--- src/rtl/core/abf_pkg.sv ---
`default_nettype none
package abf_pkg;

   localparam int COORD_W    = 12;
   localparam int PIX_W      = 32;
   localparam int CMD_W      = 2;
   localparam int REQ_DATA_W = 56;
   localparam int CHAN_W     = 8;
   localparam int LANES      = 4;
   localparam int ALPHA_LANE = 3;
   localparam int QUEUE_DEPTH = 2;

   localparam logic [CMD_W-1:0] CMD_CLEAR = 2'd0;
   localparam logic [CMD_W-1:0] CMD_PLOT  = 2'd1;
   localparam logic [CMD_W-1:0] CMD_READ  = 2'd2;

   typedef enum logic [1:0] {
      KIND_CLEAR = 2'd0,
      KIND_PLOT  = 2'd1,
      KIND_READ  = 2'd2
   } kind_type;

   typedef struct packed {
      kind_type          kind;
      logic              on_screen;
      logic [PIX_W-1:0]  color;
   } cmd_type;

   typedef struct packed {
      logic empty;
      logic full;
   } q_status_type;

endpackage
`default_nettype wire

--- src/rtl/core/abf_queue.sv ---
`default_nettype none
module abf_queue #(
   parameter int W     = 38,
   parameter int DEPTH = 2
) (
   input  wire logic          clock,
   input  wire logic          reset,
   input  wire logic          push,
   input  wire logic [W-1:0]  push_data,
   input  wire logic          pop,
   output logic [W-1:0]       pop_data,
   output abf_pkg::q_status_type status
);
   import abf_pkg::*;

   localparam int PW = (DEPTH > 1) ? $clog2(DEPTH) : 1;
   localparam int CW = $clog2(DEPTH + 1);

   logic [W-1:0]  entry [DEPTH];
   logic [PW-1:0] wr_ptr_ff, wr_ptr_in;
   logic [PW-1:0] rd_ptr_ff, rd_ptr_in;
   logic [CW-1:0] count_ff, count_in;

   function automatic logic [PW-1:0] bump(input logic [PW-1:0] p);
      logic [PW-1:0] r;
      if (p == PW'(DEPTH - 1)) begin
         r = '0;
      end else begin
         r = p + PW'(1);
      end
      return r;
   endfunction

   always_comb begin
      wr_ptr_in = push ? bump(wr_ptr_ff) : wr_ptr_ff;
      rd_ptr_in = pop ? bump(rd_ptr_ff) : rd_ptr_ff;
      count_in  = count_ff + CW'(push) - CW'(pop);
   end

   always_ff @(posedge clock) begin
      if (reset) begin
         wr_ptr_ff <= '0;
         rd_ptr_ff <= '0;
         count_ff  <= '0;
      end else begin
         wr_ptr_ff <= wr_ptr_in;
         rd_ptr_ff <= rd_ptr_in;
         count_ff  <= count_in;
      end
   end

   always_ff @(posedge clock) begin
      if (push) begin
         entry[wr_ptr_ff] <= push_data;
      end
   end

   assign pop_data     = entry[rd_ptr_ff];
   assign status.empty = (count_ff == '0);
   assign status.full  = (count_ff == CW'(DEPTH));

endmodule
`default_nettype wire

--- config.mk ---
export PLATFORM = sky130hd
export DESIGN_NAME = abf_queue
export DESIGN_NICKNAME = d
export VERILOG_FILES = /design/src/rtl/core/abf_pkg.sv /design/src/rtl/core/abf_queue.sv
export SDC_FILE = /design/constraint.sdc
export NUM_CORES = 1
export LEC_CHECK = 0
export ABC_AREA = 1
export BUFFER_PORTS_ARGS = -buffer_cell sky130_fd_sc_hd__clkbuf_2
export CAP_MARGIN = 25
export CORE_AREA = 2 2 78 80
export CTS_CLUSTER_DIAMETER = 100
export CTS_CLUSTER_SIZE = 14
export DETAILED_ROUTE_END_ITERATION = 8
export DIE_AREA = 0 0 80 82
export PLACE_DENSITY = 0.92
export SLEW_MARGIN = 0
export SYNTH_ARGS = -nofsm -noshare
export SYNTH_HDL_FRONTEND = slang
export SYNTH_SLANG_ARGS = --single-unit
--- constraint.sdc ---
create_clock -name clock -period 6.5 [get_ports clock]
set_input_delay 0 -clock clock [delete_from_list [all_inputs] [get_ports clock]]
set_output_delay 0 -clock clock [all_outputs]
set_load 0.02 [all_outputs]
Word-level counts from Yosys, hierarchy flattened
Memory sizes are Yosys's and may differ from the RTL's. A register that Yosys moved wholly into a read port is not among the register bits.
Index checks and enable logic that the tools add are counted.
{"block": "word_totals", "register_bits": 4, "ramBits": 76, "in_bits": 42, "output_inout_bits": 40, "wordCells": 16, "mem_count": 1}
{"memory": "entry", "depth": 2, "width": 38, "read_ports": 1, "rd_ports_with_merged_regs": 1, "write_ports": 1, "line_no": "abf_queue.sv:19", "text": "logic [W-1:0] entry [DEPTH];"}
{"block": "classes", "n_addsub": 4, "eq_ne": 1, "n_mux": 6, "reduce_logical": 1}
{"cell": "$mux 1", "n": 6}
{"cell": "$add 1x1->1 const B", "n": 2}
{"cell": "$add 2x1->2", "n": 1}
{"cell": "$eq 2x2->1 const B", "n": 1}
{"cell": "$logic_not 2->1", "n": 1}
{"cell": "$sub 2x1->2", "n": 1}

Logic depth before layout (Yosys ltp)
{"block": "depth", "depth_word": 4, "depth_mapped": 9, "mapped_depth_nobuf": 9}

Worst setup path before layout
OpenSTA, ideal clock, no wires.
{"block": "synth_timing", "path_type": "reg2reg", "from": "reg wr_ptr_ff", "to": "mem entry[0][0] (enable)", "setup_time_ns": 0.434, "arrival_time_ns": 1.924, "required_ns": 6.066, "path_slack_ns": 4.142, "stages_incl_launch_ff": 2, "n_path_buf": 0, "synth_period_minus_slack_ns": 2.358, "cell_sequence": "dfxtp_1 -> nor2_1"}
{"element": "start: declaration", "line_no": "abf_queue.sv:20", "text": "logic [PW-1:0] wr_ptr_ff, wr_ptr_in;"}
{"element": "start signal: assignment", "line_no": "abf_queue.sv:46", "text": "wr_ptr_ff <= wr_ptr_in;"}
{"element": "end: declaration", "line_no": "abf_queue.sv:19"}
Straight into the memory's write port.

==> impl_metrics.env <==
export IMPL_start_kind="flip-flop"
export IMPL_die_w_um=80
export IMPL_critPathKind="reg2out"
export IMPL_synth_seq_area_share_pct=78.2
export IMPL_cts_tree="done"
export IMPL_io_buffers=81
export IMPL_dpl_cell_area_um2=3520
export IMPL_io_pin_count=82
export IMPL_ys_seq_elements=81
export IMPL_die_h_um=82
export IMPL_maxSlewHeadroom_pct=58.9
export IMPL_intPower_mw=0.820
export IMPL_first_pass_iters=4
export IMPL_setup_viol=0
export IMPL_busiest_layer="met2"
export IMPL_final_area_um2=4140
export IMPL_multi_input_area_um2=604
export IMPL_core_area_um2=5750
export IMPL_cts_made_buffers=9
export IMPL_clkSinkCount=81
export IMPL_dieArea_um2=6560
export IMPL_ir_worst_vdd_uv=173
export IMPL_max_cap_violations=0
export IMPL_antenna_found_initial=0
export IMPL_use_met2_pct=31.9
export IMPL_p_leak_nw=1.67
export IMPL_max_freq_mhz=549
export IMPL_area_growth_pct=35.9
export IMPL_cts_repair_resized=0
export IMPL_synth_nets=193
export IMPL_clock_power_share_pct=26.7
export IMPL_fin_nets=325
export IMPL_avgSynthCellArea_um2=20.5
export IMPL_synth_warning_count=0
export IMPL_clk_pin_slew_worst_paths_ns=0.08
export IMPL_wl_um=5470
export IMPL_layout_commonest_cell="clkbuf_2"
export IMPL_r2r_start="wr_ptr_ff"
export IMPL_min_to="entry[1][10]"
export IMPL_gp_congestion=0.766
export IMPL_period_needed_ns=1.82
export IMPL_vias=1733
export IMPL_n_antenna_cell=0
export IMPL_combPwrFrac_pct=16.0
export IMPL_status="finished, final reports clean"
export IMPL_nFillCells=356
export IMPL_fin_tns_setup_ns=0
export IMPL_powerDensity_nw_per_um2=260
export IMPL_wl_per_cell_um=15.2
export IMPL_fp_row_count=28
export IMPL_seqCellArea_um2=2380
export IMPL_gr_total_overflow=0
export IMPL_r2r_end="entry[1][28]"
export IMPL_start_util_pct=53.0
export IMPL_post_dp_hpwl_um=3350
export IMPL_grtUsageTotal_pct=17.6
export IMPL_power_frac_seq_pct=57.3
export IMPL_rsz0062_at_grt="no"
export IMPL_skew_ns=0.00657
export IMPL_finalMaxSlewViolations=0
export IMPL_holdCritPathClass="in2reg"
export IMPL_hold_depth=2
export IMPL_finalHoldViolCount=0
export IMPL_holdCritStartpoint="push_data[10]"
export IMPL_initialDrtViolationCount=71
export IMPL_use_met1_pct=18.9
export IMPL_finalCritPeriodShare_pct=28.0
export IMPL_cp_end_kind="output pin"
export IMPL_routed_via_density=4.81
export IMPL_grt_pass1_vias=1802
export IMPL_htree_levels=3
export IMPL_synthDistinctLibCells=14
export IMPL_worstSkewPairLatency_ns=0.33
export IMPL_drc=0
export IMPL_final_layout_size_suffix_gt1_share_pct=47.4
export IMPL_synthCells=149
export IMPL_grt_max_degree=39
export IMPL_root_buffer="clkbuf_8"
export IMPL_antenna_left=0
export IMPL_required_ns=6.50
export IMPL_grt_pass1_wl_um=8290
export IMPL_power_switching_mw=0.257
export IMPL_r2r_cells=3
export IMPL_mostFrequentLayoutCells="81 x clkbuf_2, 76 x edfxtp_1, 41 x dlygate4sd3_1, 20 x mux2_4, 18 x mux2_2"
export IMPL_crit_arrival_ns=1.82
export IMPL_tightest_slew_ns=0.617
export IMPL_rrSetupSlack_ns=4.97
export IMPL_post_cts_buffers=0
export IMPL_cts_buffer_depth=2
export IMPL_p_sw_share_pct=23.9
export IMPL_synth_area_um2=3050
export IMPL_grt_use_met3_pct=4.07
export IMPL_worstPathMaxFanout=20
[critical path, cell delays in order, from the launching register on]
cell and delay [ns]:
dfxtp_2 0.73, buf_16 0.25, mux2_2 0.36, clkbuf_2 0.16
[cell usage after synthesis]
cell type | number | area (um2)
nand2_1 | 4 | 15.0
mux2_4 | 20 | 300
buf_2 | 1 | 5.00
buf_6 | 3 | 33.8
nand3_1 | 1 | 5.00
ha_1 | 2 | 25.0
nor3_1 | 1 | 5.00
xnor2_1 | 1 | 8.76
dfxtp_1 | 5 | 100
nor2_1 | 8 | 30.0
mux2_2 | 18 | 203
inv_1 | 8 | 30.0
edfxtp_1 | 76 | 2280
a21oi_1 | 1 | 5.00
[timing repair]
action,CTS,global route
hold endpoints to repair,80,0
endpoints found under the setup margin,0,0
hold buffers,41,0
[cells by family (layout without fill, tap and decap cells)]
logic type	count (synthesis)	in the layout	share of synthesized area, %
AOI/OAI and AO/OA	1	1	0.164
and+or+nand+nor	14	14	1.81
buffers and inverters	12	148	2.26
xor gates and xnor gates	1	1	0.287
muxes	38	38	16.5
DFF	81	81	78.2
adders and majority gates	2	2	0.821
[metrics by stage]
stage	worst slack (ns)	total power [mW]	utilization [%]	cells	hold WS [ns]
floorplan	4.14	0.726	-	149	0.0712
global placement	4.88	0.771	61.3	302	0.190
detailed placement	4.85	0.777	61.3	302	0.195
CTS	4.48	1.08	71.1	358	0.386
global route	4.57	1.12	72.1	360	0.391
finish	4.68	1.08	72.1	360	0.399
[registers in the layout, indices dropped and copies added, names as in the netlist, named ones only]
| register | cells |
|---|---|
| count_ff | 2 |
| entry | 76 |
| wr_ptr_ff | 1 |
| rd_ptr_ff | 1 |
[how the worst max path moves through the flow]
stage	startpoint	endpoint	slack [ns]	depth (start not counted)
6_report	flip-flop	pop_data[37]	4.68	3
5_1_grt	flip-flop	pop_data[37]	4.57	3
4_1_cts	flip-flop	pop_data[2]	4.48	2
3_5_place_dp	flip-flop	pop_data[2]	4.85	2
3_3_place_gp	flip-flop	pop_data[33]	4.88	2
2_1_floorplan	wr_ptr_ff	entry[0][0]	4.14	1
[layer usage]
metal	up-vias	routed length [um]
met5	-	0
li1	826	-
met4	0	154
met3	14	225
met1	829	2140
met2	64	2950
[power groups by stage]
stage          clock network [mW]  registers, mW  logic [mW]
2_1_floorplan                   0          0.621       0.106
6_report                    0.287          0.617       0.173
3_5_place_dp                    0          0.634       0.143
5_1_grt                     0.315          0.620       0.185
3_3_place_gp                    0          0.632       0.138
4_1_cts                     0.293          0.623       0.162
[final cells by class]
type	count	area share, %
clock inverter	5	0.574
inverter	8	0.725
multi-input combinational	56	14.6
timing repair buffer	125	21.2
sequential	81	57.6
tap	75	2.27
clock buffer	10	3.08
Power figures use the tool's default switching activity.
