### config.mk
export PLATFORM = sky130hd
export DESIGN_NAME = abf_front
export DESIGN_NICKNAME = d
export VERILOG_FILES = /design/src/rtl/core/abf_pkg.sv /design/src/rtl/core/abf_front.sv
export SDC_FILE = /design/constraint.sdc
export NUM_CORES = 1
export LEC_CHECK = 0
export ABC_AREA = 1
export BUFFER_PORTS_ARGS = -buffer_cell sky130_fd_sc_hd__clkbuf_2
export CORE_UTILIZATION = 43
export CTS_BUF_LIST = sky130_fd_sc_hd__clkbuf_8
export CTS_CLUSTER_SIZE = 14
export DETAILED_ROUTE_END_ITERATION = 7
export PLACE_DENSITY = 0.81
export SLEW_MARGIN = 40
export SYNTH_ARGS = -nofsm -noshare
export SYNTH_HDL_FRONTEND = slang
export SYNTH_SLANG_ARGS = --single-unit
### constraint.sdc
create_clock -name clock -period 5.2 [get_ports clock]
set_input_delay 0 -clock clock [delete_from_list [all_inputs] [get_ports clock]]
set_output_delay 0 -clock clock [all_outputs]
set_load 0.01 [all_outputs]
### src/rtl/core/abf_pkg.sv
`default_nettype none
package abf_pkg;

   localparam int COORD_W    = 12;
   localparam int PIX_W      = 32;
   localparam int CMD_W      = 2;
   localparam int REQ_DATA_W = 56;
   localparam int CHAN_W     = 8;
   localparam int LANES      = 4;
   localparam int ALPHA_LANE = 3;
   localparam int QUEUE_DEPTH = 2;

   localparam logic [CMD_W-1:0] CMD_CLEAR = 2'd0;
   localparam logic [CMD_W-1:0] CMD_PLOT  = 2'd1;
   localparam logic [CMD_W-1:0] CMD_READ  = 2'd2;

   typedef enum logic [1:0] {
      KIND_CLEAR = 2'd0,
      KIND_PLOT  = 2'd1,
      KIND_READ  = 2'd2
   } kind_type;

   typedef struct packed {
      kind_type          kind;
      logic              on_screen;
      logic [PIX_W-1:0]  color;
   } cmd_type;

   typedef struct packed {
      logic empty;
      logic full;
   } q_status_type;

endpackage
`default_nettype wire

### src/rtl/core/abf_front.sv
`default_nettype none
module abf_front #(
   parameter int SCREEN_COLS = 64,
   parameter int SCREEN_ROWS = 64,
   parameter int AW          = 12
) (
   input  wire logic                            clock,
   input  wire logic                            reset,
   input  wire logic                            req_tvalid,
   output logic                                 req_tready,
   input  wire logic [abf_pkg::REQ_DATA_W-1:0]  req_tdata,
   input  wire logic [abf_pkg::CMD_W-1:0]       req_tuser,
   output logic                                 out_valid,
   input  wire logic                            out_ready,
   output abf_pkg::cmd_type                     out_cmd,
   output logic [AW-1:0]                        out_addr
);
   import abf_pkg::*;

   logic [COORD_W-1:0] x;
   logic [COORD_W-1:0] y;
   logic               x_ok;
   logic               y_ok;
   logic               keep;
   logic               accept;
   cmd_type            cmd_now;
   logic [AW-1:0]      addr_now;

   logic               valid_ff, valid_in;
   cmd_type            cmd_ff, cmd_in;
   logic [AW-1:0]      addr_ff, addr_in;

   assign x = req_tdata[COORD_W-1:0];
   assign y = req_tdata[2*COORD_W-1:COORD_W];

   assign x_ok = !x[COORD_W-1] && ({1'b0, x} < (COORD_W+1)'(SCREEN_COLS));
   assign y_ok = !y[COORD_W-1] && ({1'b0, y} < (COORD_W+1)'(SCREEN_ROWS));

   assign addr_now = AW'(AW'(y[COORD_W-2:0]) * AW'(SCREEN_COLS)) + AW'(x[COORD_W-2:0]);

   always_comb begin
      cmd_now.color     = req_tdata[REQ_DATA_W-1:2*COORD_W];
      cmd_now.on_screen = x_ok && y_ok;
      cmd_now.kind      = KIND_CLEAR;
      keep              = 1'b0;
      case (req_tuser)
         CMD_CLEAR: begin
            cmd_now.kind = KIND_CLEAR;
            keep         = 1'b1;
         end
         CMD_PLOT: begin
            cmd_now.kind = KIND_PLOT;
            keep         = x_ok && y_ok;
         end
         CMD_READ: begin
            cmd_now.kind = KIND_READ;
            keep         = 1'b1;
         end
         default: begin
            keep = 1'b0;
         end
      endcase
   end

   assign req_tready = !valid_ff || out_ready;
   assign accept     = req_tvalid && req_tready;

   always_comb begin
      valid_in = valid_ff && !out_ready;
      cmd_in   = cmd_ff;
      addr_in  = addr_ff;
      if (accept) begin
         valid_in = keep;
         cmd_in   = cmd_now;
         addr_in  = addr_now;
      end
   end

   always_ff @(posedge clock) begin
      if (reset) begin
         valid_ff <= 1'b0;
      end else begin
         valid_ff <= valid_in;
      end
      cmd_ff  <= cmd_in;
      addr_ff <= addr_in;
   end

   assign out_valid = valid_ff;
   assign out_cmd   = cmd_ff;
   assign out_addr  = addr_ff;

endmodule
`default_nettype wire

Word-level counts from Yosys, hierarchy flattened
Cells that the tools add are included.
W data, S select, Z words.
- register bits: 48
- input port bits: 62
- $add $sub $neg: 1
- magnitude comparators: 2
- equality and inequality tests: 2
- muxes and demuxes: 3
- reductions and logical operators: 12
- operators with widths (kind ; count):
    $lt A12 B7 Y1 const B ; 2
    $add A12 B11 Y12 ; 1
    $logic_and A1 B1 Y1 ; 5
    $logic_not A1 Y1 ; 4
    $pmux W2 S2 ; 1
    $eq A2 B1 Y1 const B ; 1
    $eq A2 B2 Y1 const B ; 1
    $logic_not A2 Y1 ; 1
    $pmux W1 S2 ; 1
    $reduce_or A2 Y1 ; 1
    $logic_or A1 B1 Y1 ; 1
    $mux W1 ; 1

Depth between registers and ports, before layout
Gate-level depths: netlist of the first run.
- word-level depth: 5
- gate-level depth with buffers: 7
- gate-level depth less buffers: 7

Worst setup path before layout of the first run
Ideal clock, no wire load.
- path type: register to register
- start point: register valid_ff, in the netlist out_valid
- end point: register addr_ff[0], in the netlist out_addr[0], enable pin
- library setup time: 0.524 ns
- data arrival time: 3.801 ns
- data required time: 4.676 ns
- setup slack: 0.875 ns
- stages on the path, launching flop included: 2
- period minus slack after synthesis: 4.325 ns
- cell sequence: dfxtp_1 -> a21boi_0
- longest elaborated chain between the ends: 3
- ends and longest elaborated chain (item ; RTL line ; source):
    start: declaration ; abf_front.sv:29 ; logic valid_ff, valid_in;
    start signal: assignment ; abf_front.sv:83 ; valid_ff <= valid_in;
    $logic_not A1 Y1 ; abf_front.sv:65 ; assign req_tready = !valid_ff || out_ready;
    $logic_or A1 B1 Y1 ; abf_front.sv:65 ;
    $logic_and A1 B1 Y1 ; abf_front.sv:66 ; assign accept = req_tvalid && req_tready;
    net accept ; abf_front.sv:25 ; logic accept;
    end signal: assignment ; abf_front.sv:86 ; addr_ff <= addr_in;
    end: declaration ; abf_front.sv:31 ; logic [AW-1:0] addr_ff, addr_in;
The timed path passes the listed nets, and every way through them passes these cells.
A chain may end at the register's enable or synchronous reset.

Worst setup path after layout of the first run
- start point: register valid_ff, in the netlist out_valid
- end point: register cmd_ff (netlist bit out_cmd[19]), enable pin
- longest elaborated chain between the ends: 3
- ends and longest elaborated chain (item ; RTL line ; source):
    $logic_not A1 Y1 ; abf_front.sv:65 ;
    $logic_or A1 B1 Y1 ; abf_front.sv:65 ;
    $logic_and A1 B1 Y1 ; abf_front.sv:66 ;
    net accept ; abf_front.sv:25 ;
    end signal: assignment ; abf_front.sv:85 ; cmd_ff <= cmd_in;
    end: declaration ; abf_front.sv:30 ; cmd_type cmd_ff, cmd_in;
The timed path passes the listed nets, and every way through them passes these cells.

==> results of run 1 <==
cells by family (layout without fill, tap and decap cells):
family	after synthesis	after routing	share of synthesized area [%]
flops	48	48	83.6
simple gates	25	25	6.50
fa+ha+maj	6	6	4.82
buf+inv	6	166	1.31
compound gates	4	4	1.75
xor+xnor	4	4	2.05
cell type report:
type | instances | area [um2] | area share [%]
sequential | 48 | 1430 | 50.0
timing repair buffer | 152 | 968 | 33.9
multi-input combinational | 39 | 270 | 9.45
clock buffer | 5 | 68.8 | 2.41
tap | 48 | 60.1 | 2.10
clock inverter | 3 | 38.8 | 1.36
inverter | 6 | 22.5 | 0.787
state kept, by name (all words and copies together) (netlist names):
register	flops
out_addr	12
out_cmd	35
out_valid	1
cell usage in the layout, fill, tap and decap left out, types with 2 or more instances in the layout:
cell	count
a21oi_2	2
clkbuf_2	110
clkbuf_8	5
dlygate4sd3_1	41
edfxtp_1	47
ha_1	5
inv_1	7
nand2_1	8
nand3_1	3
nor2_1	10
xor2_1	4
synthesized netlist by cell type, drive strengths merged:
library cell,instances
fa,1
edfxtp,47
a21oi,3
xor2,4
dfxtp,1
nor4,1
or2,1
a21boi,1
inv,6
nor2,10
nand2,9
nand3,4
ha,5
through the flow:
step	area [um2]	power, W	setup slack [ns]	util, %
detailed placement	2340	0.000565	3.85	62.6
floorplan	1710	0.000512	0.875	-
global placement	2340	0.000560	3.87	62.6
CTS	2860	0.000840	3.84	76.4
finish	2860	0.000831	3.86	76.4
global route	2860	0.000867	3.77	76.4
routing by layer:
metal  global-route usage (%)  vias to the layer above  routed length (um)
met1                     19.6                      579                1430
met5                        0                        -                   0
met3                     5.21                        5                 386
met2                     35.5                       82                2040
met4                     6.52                        0                  48
li1                         -                      653                   -
where the power goes:
group          switching [W]  internal, W
Sequential        0.00000714     0.000456
Combinational      0.0000558    0.0000622
Clock               0.000110     0.000141
Total               0.000173     0.000658
worst paths after layout:
check	start	to	cells past startpoint
setup reg to reg	out_valid	out_cmd[19]	2
setup / recovery	out_valid	out_cmd[19]	2
hold reg to reg	out_valid	out_cmd[33]	2
hold / removal	req_tuser[0]	out_cmd[34]	2
==> flow_summary.toml, run 1 <==
[setup_path]
path_class = "reg2reg"
arrival_ns = 1.27
cp_num_buf_inv = 1
path_cells = "a21boi_4, buf_4"
r2r_slack_ns = 3.86
slowest_delay_ns = 0.48
start_kind = "register"
cp_max_fo = 47
worstPathRequired_ns = 5.13
worstSetupEndpointType = "register"
slowest_stage = "buf_4"
path_delay_family = "buffers and inverters"

[grt]
grt_usage_pct = 18.7
grt_pass1_wl_um = 5640
antenna_found_initial = 0
grt_max_degree = 48
overflow = 0
grt_pass1_vias = 1228

[clocking]
cts_buffer_depth = 2
numCtsBuffers = 5
cts.sinks = 48
post_cts_resized = 0
clk_pin_slew_worst_paths_ns = 0.08
h-tree-depth = 2
root_buffer = "clkbuf_8"
cts_tree = "done"
cts_setup_buffers = 0
insertion_delay_ns = 0.28
hold_buffers = 41

[placement]
dpl.hpwl_um = 2620
dp_cells = 252
port_buffers = 110
gp_congestion = 0.679

[power_and_ir_drop]
power_density_mw_per_mm2 = 290
peakVddDrop_v = 0.000174
leakagePower_nw = 1.32

[detailed_routing]
drtIter0Drc = 70
ant_nets = 0
remaining_drc_errors = 0
dr.pass1.iters = 4
via_per_inst = 4.38
wl_um = 3910
via_count = 1319
wl_per_cell_um = 13.0

[status]
status = "finished clean"

[floorplan]
io_pins = 111
rows = 22
floorplan.initialDensity_pct = 45.8
core_mm2 = 0.00374
die-area_mm2 = 0.00424
die_w_um = 65.1
die_y_um = 65.1

[flow_run]
drv_cap = 0

[yosys]
ys_top_cells_by_area = "edfxtp_1, ha_1, nor2_1"
yosys_warnings = 0
ys_ff_latch = 48
syn-instance-count = 93
syn_avg_cell_area_um2 = 18.4
netlist.area_leader.share_pct = 82.4
yosysSeqAreaShare_pct = 83.6
synth_fp_nets = 161
synth_cell_type_count = 16
synthesis.area_mm2 = 0.00171
synth_top_cell_by_area = "edfxtp_1"

[sta]
setup_viol = 0
fin_setup_tns_ns = 0
hold_violations = 0
slew_violations = 0
clock_skew_ns = 0.00353
rsz0062_at_grt = "no"
finalCritPeriodShare_pct = 25.8
relSlewSlack_pct = 62.8
fin_hold_ws_ns = 0.0244
fin_crit_ns = 1.34
fmax_ghz = 0.744
worstMarginPinSlew_ns = 0.558

[layout]
instances_no_fill = 301
nets = 320
antenna_cells = 0
drive_gt1_share_pct = 48.6
n_fill_cell = 246
area_growth_pct = 67.0

[worst_hold_path]
min_path_type = "in2reg"
No activity file was read; power rests on OpenSTA's default activity.
==> inputs of run 2 (changes only) <==
Settings changed: CORE_UTILIZATION 43 to 39, PLACE_DENSITY 0.81 to 0.78.
Clock period 5.2 ns to 1.2 ns, I/O delays scaled along.
==> flow_summary.toml, run 2 (synthesized netlist as in run 1, its figures left out) <==
[power_and_ir_drop]
leakagePower_nw = 1.34
seqPwrFrac_pct = 52.2
p_clk_share_pct = 34.0
power_density_mw_per_mm2 = 1310
power_w = 0.00384
p_switching_w = 0.000759
p_sw_share_pct = 19.8
p_int_w = 0.00308
comb_power_share_pct = 13.8
peakVddDrop_v = 0.000548

[setup_path]
worstSetupEndpointType = "register"
rr_endpoint = "out_cmd[20]"
path_class = "in2reg"
r2r_slack_ns = 0.12
path_cells = "dlygate4sd3_1, clkbuf_2, a21boi_4, buf_12"
slowest_delay_ns = 0.53
r2r.worst_path.cells = 2
cp_max_fo = 31
crit_start = "req_tvalid"
slowest_stage = "dlygate4sd3_1"
critPathCapture = "out_cmd[20]"
start_kind = "input pin"
arrival_ns = 1.13
rr_startpoint = "out_valid"
worstPathRequired_ns = 1.19

[placement]
port_buffers = 110
gp_congestion = 0.683
pre_cts_ws_ns = -0.0785
dpl.hpwl_um = 2820
dp_cells = 256

[detailed_routing]
wl_um = 3890
wl_met2_um = 1970
drtIter0Drc = 95
via_count = 1326
wl_met1_um = 1480
dr.pass1.iters = 4
remaining_drc_errors = 0
wl_per_cell_um = 12.7
ant_nets = 0
dr.max_layer_used = "met4"
met3_length_um = 405
via_per_inst = 4.35

[layout]
drive_gt1_share_pct = 49.4
final_cell_mix = "clkbuf_2, edfxtp_1, dlygate4sd3_1"
n_fill_cell = 286
final_common_cell = "clkbuf_2"
nets = 323
largest_reg_flops = 35
area_growth_pct = 71.4
antenna_cells = 0
instances_no_fill = 305
finish.utilization_pct = 71.3
multi_input_area_um2 = 270
ff_latch_area_mm2 = 0.00143

[floorplan]
rows = 23
die_y_um = 68.3
io_pins = 111
core_mm2 = 0.00412
die-area_mm2 = 0.00466
floorplan.initialDensity_pct = 41.6
die_w_um = 68.3

[grt]
grt_pass1_wl_um = 5510
grt_pass1_vias = 1278
overflow = 0
grt_max_degree = 32
antenna_found_initial = 0
grt_usage_pct = 17.1

[sta]
fmax_ghz = 0.883
clock_skew_ns = 0.00869
finalWorstSetupSlack_ns = 0.0675
relSlewSlack_pct = 85.8
worstMarginPinSlew_ns = 0.211
hold_violations = 0
finalCritPeriodShare_pct = 94.4
rsz0062_at_grt = "no"
setup_viol = 0
fin_crit_ns = 1.13
slew_violations = 0
fin_setup_tns_ns = 0

[clocking]
root_buffer = "clkbuf_8"
cts_tree = "done"
cts.sinks = 48
h-tree-depth = 2
cts_buffer_depth = 2
cts_setup_buffers = 0
numCtsBuffers = 5
clk_pin_slew_worst_paths_ns = 0.08
insertion_delay_ns = 0.29

[worst_hold_path]
min_path_type = "in2reg"

[status]
status = "finished clean"

[flow_run]
drv_cap = 0
## run 2: cell count changes in the layout (fill, tap and decap cells not counted)
cell / before / now
buf_12: 0 / 2
bufinv_16: 1 / 2
clkinv_2: 1 / 0
dfxtp_1: 1 / 0
dfxtp_2: 0 / 1
dlygate4sd3_1: 41 / 42
inv_1: 7 / 6
## run 2: worst min path at each step
stage	start	to	slack [ns]	cells past startpoint
floorplan	reset	out_valid	0.06	1
global placement	reset	out_valid	0.16	2
detailed placement	reset	out_valid	0.16	2
CTS	req_tdata[17]	out_addr[11]	0.006	2
global route	req_tdata[17]	out_addr[11]	0.003	2
finish	req_tdata[17]	out_addr[11]	0.02	2
## run 2: cell type report
| class | count | share of cell area [%] |
|---|---|---|
| sequential | 48 | 48.8 |
| timing repair buffer | 155 | 34.7 |
| multi-input combinational | 39 | 9.21 |
| clock buffer | 5 | 2.34 |
| tap | 50 | 2.13 |
| clock inverter | 2 | 2.05 |
| inverter | 6 | 0.767 |
## run 2: per-stage QoR
stage / hold WS (ns) / area, um2
after floorplan: 0.0551 / 1730
after global placement: 0.159 / 2390
after detailed placement: 0.156 / 2390
after CTS: 0.00555 / 2940
after global routing: 0.00349 / 2940
final: 0.0183 / 2940
## run 2: what timing repair did
action / in CTS / in global routing
hold buffers: 42 / 0
hold endpoints to repair: 40 / 0
resized for setup: 0 / 0
endpoints found under the setup margin: 0 / 0
## run 2: worst max-delay path, delay by kind of cell
family                 cells  cell delay, ns
AO/OA/AOI/OAI              1            0.24
buffers and inverters      3            0.88
## run 2: per-layer routing
layer / track usage (%) / up-vias
met3: 6.67 / 2
li1: - / 661
met5: 0 / -
met4: 7.03 / 0
met1: 16.7 / 580
met2: 31.6 / 83
## run 2: power by group through the flow
| stage | Combinational, W | Sequential (W) | Clock [W] |
|---|---|---|---|
| after floorplan | 0.000111 | 0.00210 | 0 |
| after global placement | 0.000412 | 0.00204 | 0 |
| after detailed placement | 0.000425 | 0.00204 | 0 |
| after CTS | 0.000536 | 0.00201 | 0.00134 |
| after global routing | 0.000584 | 0.00202 | 0.00140 |
| final | 0.000532 | 0.00200 | 0.00130 |
==> inputs of run 3 (changes only) <==
Settings changed: SETUP_SLACK_MARGIN set to 0.2.
==> flow_summary.toml, run 3 (synthesized netlist as in run 1, its figures left out) <==
[status]
status = "finished clean"

[power_and_ir_drop]
p_switching_w = 0.000789
peakVddDrop_v = 0.000550
power_density_mw_per_mm2 = 1180
seqPwrFrac_pct = 57.9
power_w = 0.00346
p_sw_share_pct = 22.8
leakagePower_nw = 1.31
p_clk_share_pct = 26.4
p_int_w = 0.00267
comb_power_share_pct = 15.7

[setup_path]
path_class = "reg2reg"
worstPathRequired_ns = 1.20
r2r.worst_path.cells = 2
rr_startpoint = "out_valid"
r2r_slack_ns = 0.14
worstSetupEndpointType = "register"
rr_endpoint = "out_cmd[14]"
slowest_delay_ns = 0.35
slowest_stage = "dfxtp_2"
cp_num_buf_inv = 1
path_delay_family = "flip-flops"
arrival_ns = 1.06
path_cells = "a21boi_4, buf_12"
start_kind = "register"
cp_max_fo = 26

[sta]
worstMarginPinSlew_ns = 0.273
clock_skew_ns = 0.00424
setup_viol = 0
finalCritPeriodShare_pct = 88.4
fin_crit_ns = 1.06
relSlewSlack_pct = 81.7
fmax_ghz = 0.942
hold_violations = 0
rsz0062_at_grt = "yes"
slew_violations = 0

[detailed_routing]
remaining_drc_errors = 0
via_count = 1356
drtIter0Drc = 69
wl_per_cell_um = 12.8
ant_nets = 0
wl_um = 3910
dr.pass1.iters = 4
via_per_inst = 4.45

[layout]
instances_no_fill = 305
n_fill_cell = 274
drive_gt1_share_pct = 50.6
final_common_cell = "clkbuf_2"
antenna_cells = 0
final_cell_mix = "clkbuf_2, edfxtp_1, dlygate4sd3_1"
largest_reg_flops = 35
area_growth_pct = 70.4
nets = 322

[worst_hold_path]
min_path_cells = 2
min-delay-start = "req_tdata[17]"
min_path_type = "in2reg"
hold_end = "out_addr[11]"

[floorplan]
die_w_um = 68.3
die-area_mm2 = 0.00466
rows = 23
die_y_um = 68.3
io_pins = 111
floorplan.initialDensity_pct = 41.6
core_mm2 = 0.00412

[grt]
met3_usage_pct = 7.17
grt_pass1_wl_um = 5550
top_usage_layer = "met2"
grt_pass1_vias = 1300
antenna_found_initial = 0
use_met2_pct = 32.7
grt_usage_pct = 17.2
overflow = 0
grt_max_degree = 27
met1_usage_pct = 15.9

[clocking]
cts_tree = "done"
insertion_delay_ns = 0.29
h-tree-depth = 2
numCtsBuffers = 5
clk_pin_slew_worst_paths_ns = 0.08
cts.sinks = 48
root_buffer = "clkbuf_8"
cts_buffer_depth = 2
post_cts_resized = 0

[placement]
dpl.hpwl_um = 2730
gp_congestion = 0.693
dp_cells = 255
port_buffers = 110

[flow_run]
drv_cap = 0
==> run 3: cell count changes in the layout (fill, tap and decap cells not counted), sizes merged <==
cell      change
bufinv        -2
clkinvlp      +2
buf           -1
clkinv        +1
==> run 3: worst max-delay path by stage <==
stage / from / end / slack, ns / cells after the start
global placement: req_tdata[6] / out_addr[10] / 0.05 / 6
global route: out_valid / out_cmd[17] / 0.11 / 2
detailed placement: req_tdata[6] / out_addr[10] / 0.02 / 6
CTS: out_valid / out_cmd[14] / 0.12 / 2
finish: out_valid / out_cmd[14] / 0.14 / 2
floorplan: out_valid / out_addr[0] / -0.40 / 1
==> run 3: layer usage <==
metal,vias up,wire length (um)
li1,661,-
met1,593,1390
met2,92,2000
met3,10,443
met4,0,85
met5,-,0
==> run 3: timing repair <==
item,in CTS,in global routing
endpoints found under the hold margin,41,1
hold buffers,41,1
pin swaps,0,0
setup buffers,0,0
endpoints found under the setup margin,47,47
==> run 3: per-stage QoR <==
step	hold WS (ns)	setup TNS (ns)	setup slack (ns)	cell area, um2	util [%]
6_report	0.0100	0	0.139	2920	70.9
5_1_grt	0.00383	0	0.105	2920	70.9
4_1_cts	-0.0617	0	0.123	2910	70.7
3_5_place_dp	0.170	0	0.0229	2410	58.6
3_3_place_gp	0.157	0	0.0475	2410	58.6
2_1_floorplan	0.0551	-18.77	-0.399	1760	-
==> run 3: worst reg2reg max path, delay by kind of cell, from the launching register on <==
| family | cells | cell delay [ns] |
|---|---|---|
| flip-flops | 1 | 0.35 |
| AO/OA/AOI/OAI | 1 | 0.21 |
| buffers and inverters | 1 | 0.21 |
==> run 3: final cells by class <==
class / count / area [um2] / area share, %
flip-flops and latches: 48 / 1430 / 49.1
repair buffers: 154 / 1010 / 34.6
multi-input cells: 39 / 303 / 10.4
clock buffers: 5 / 68.8 / 2.36
well taps: 50 / 62.6 / 2.14
inverters: 6 / 22.5 / 0.772
clock inverters: 3 / 18.8 / 0.643
==> run 3: power groups by stage <==
stage	clock network (W)	registers, W	logic, W
after floorplan	0	0.00210	0.000120
after global placement	0	0.00204	0.000421
after detailed placement	0	0.00204	0.000435
after CTS	0.000937	0.00200	0.000542
after global routing	0.00101	0.00202	0.000594
final	0.000914	0.00200	0.000542
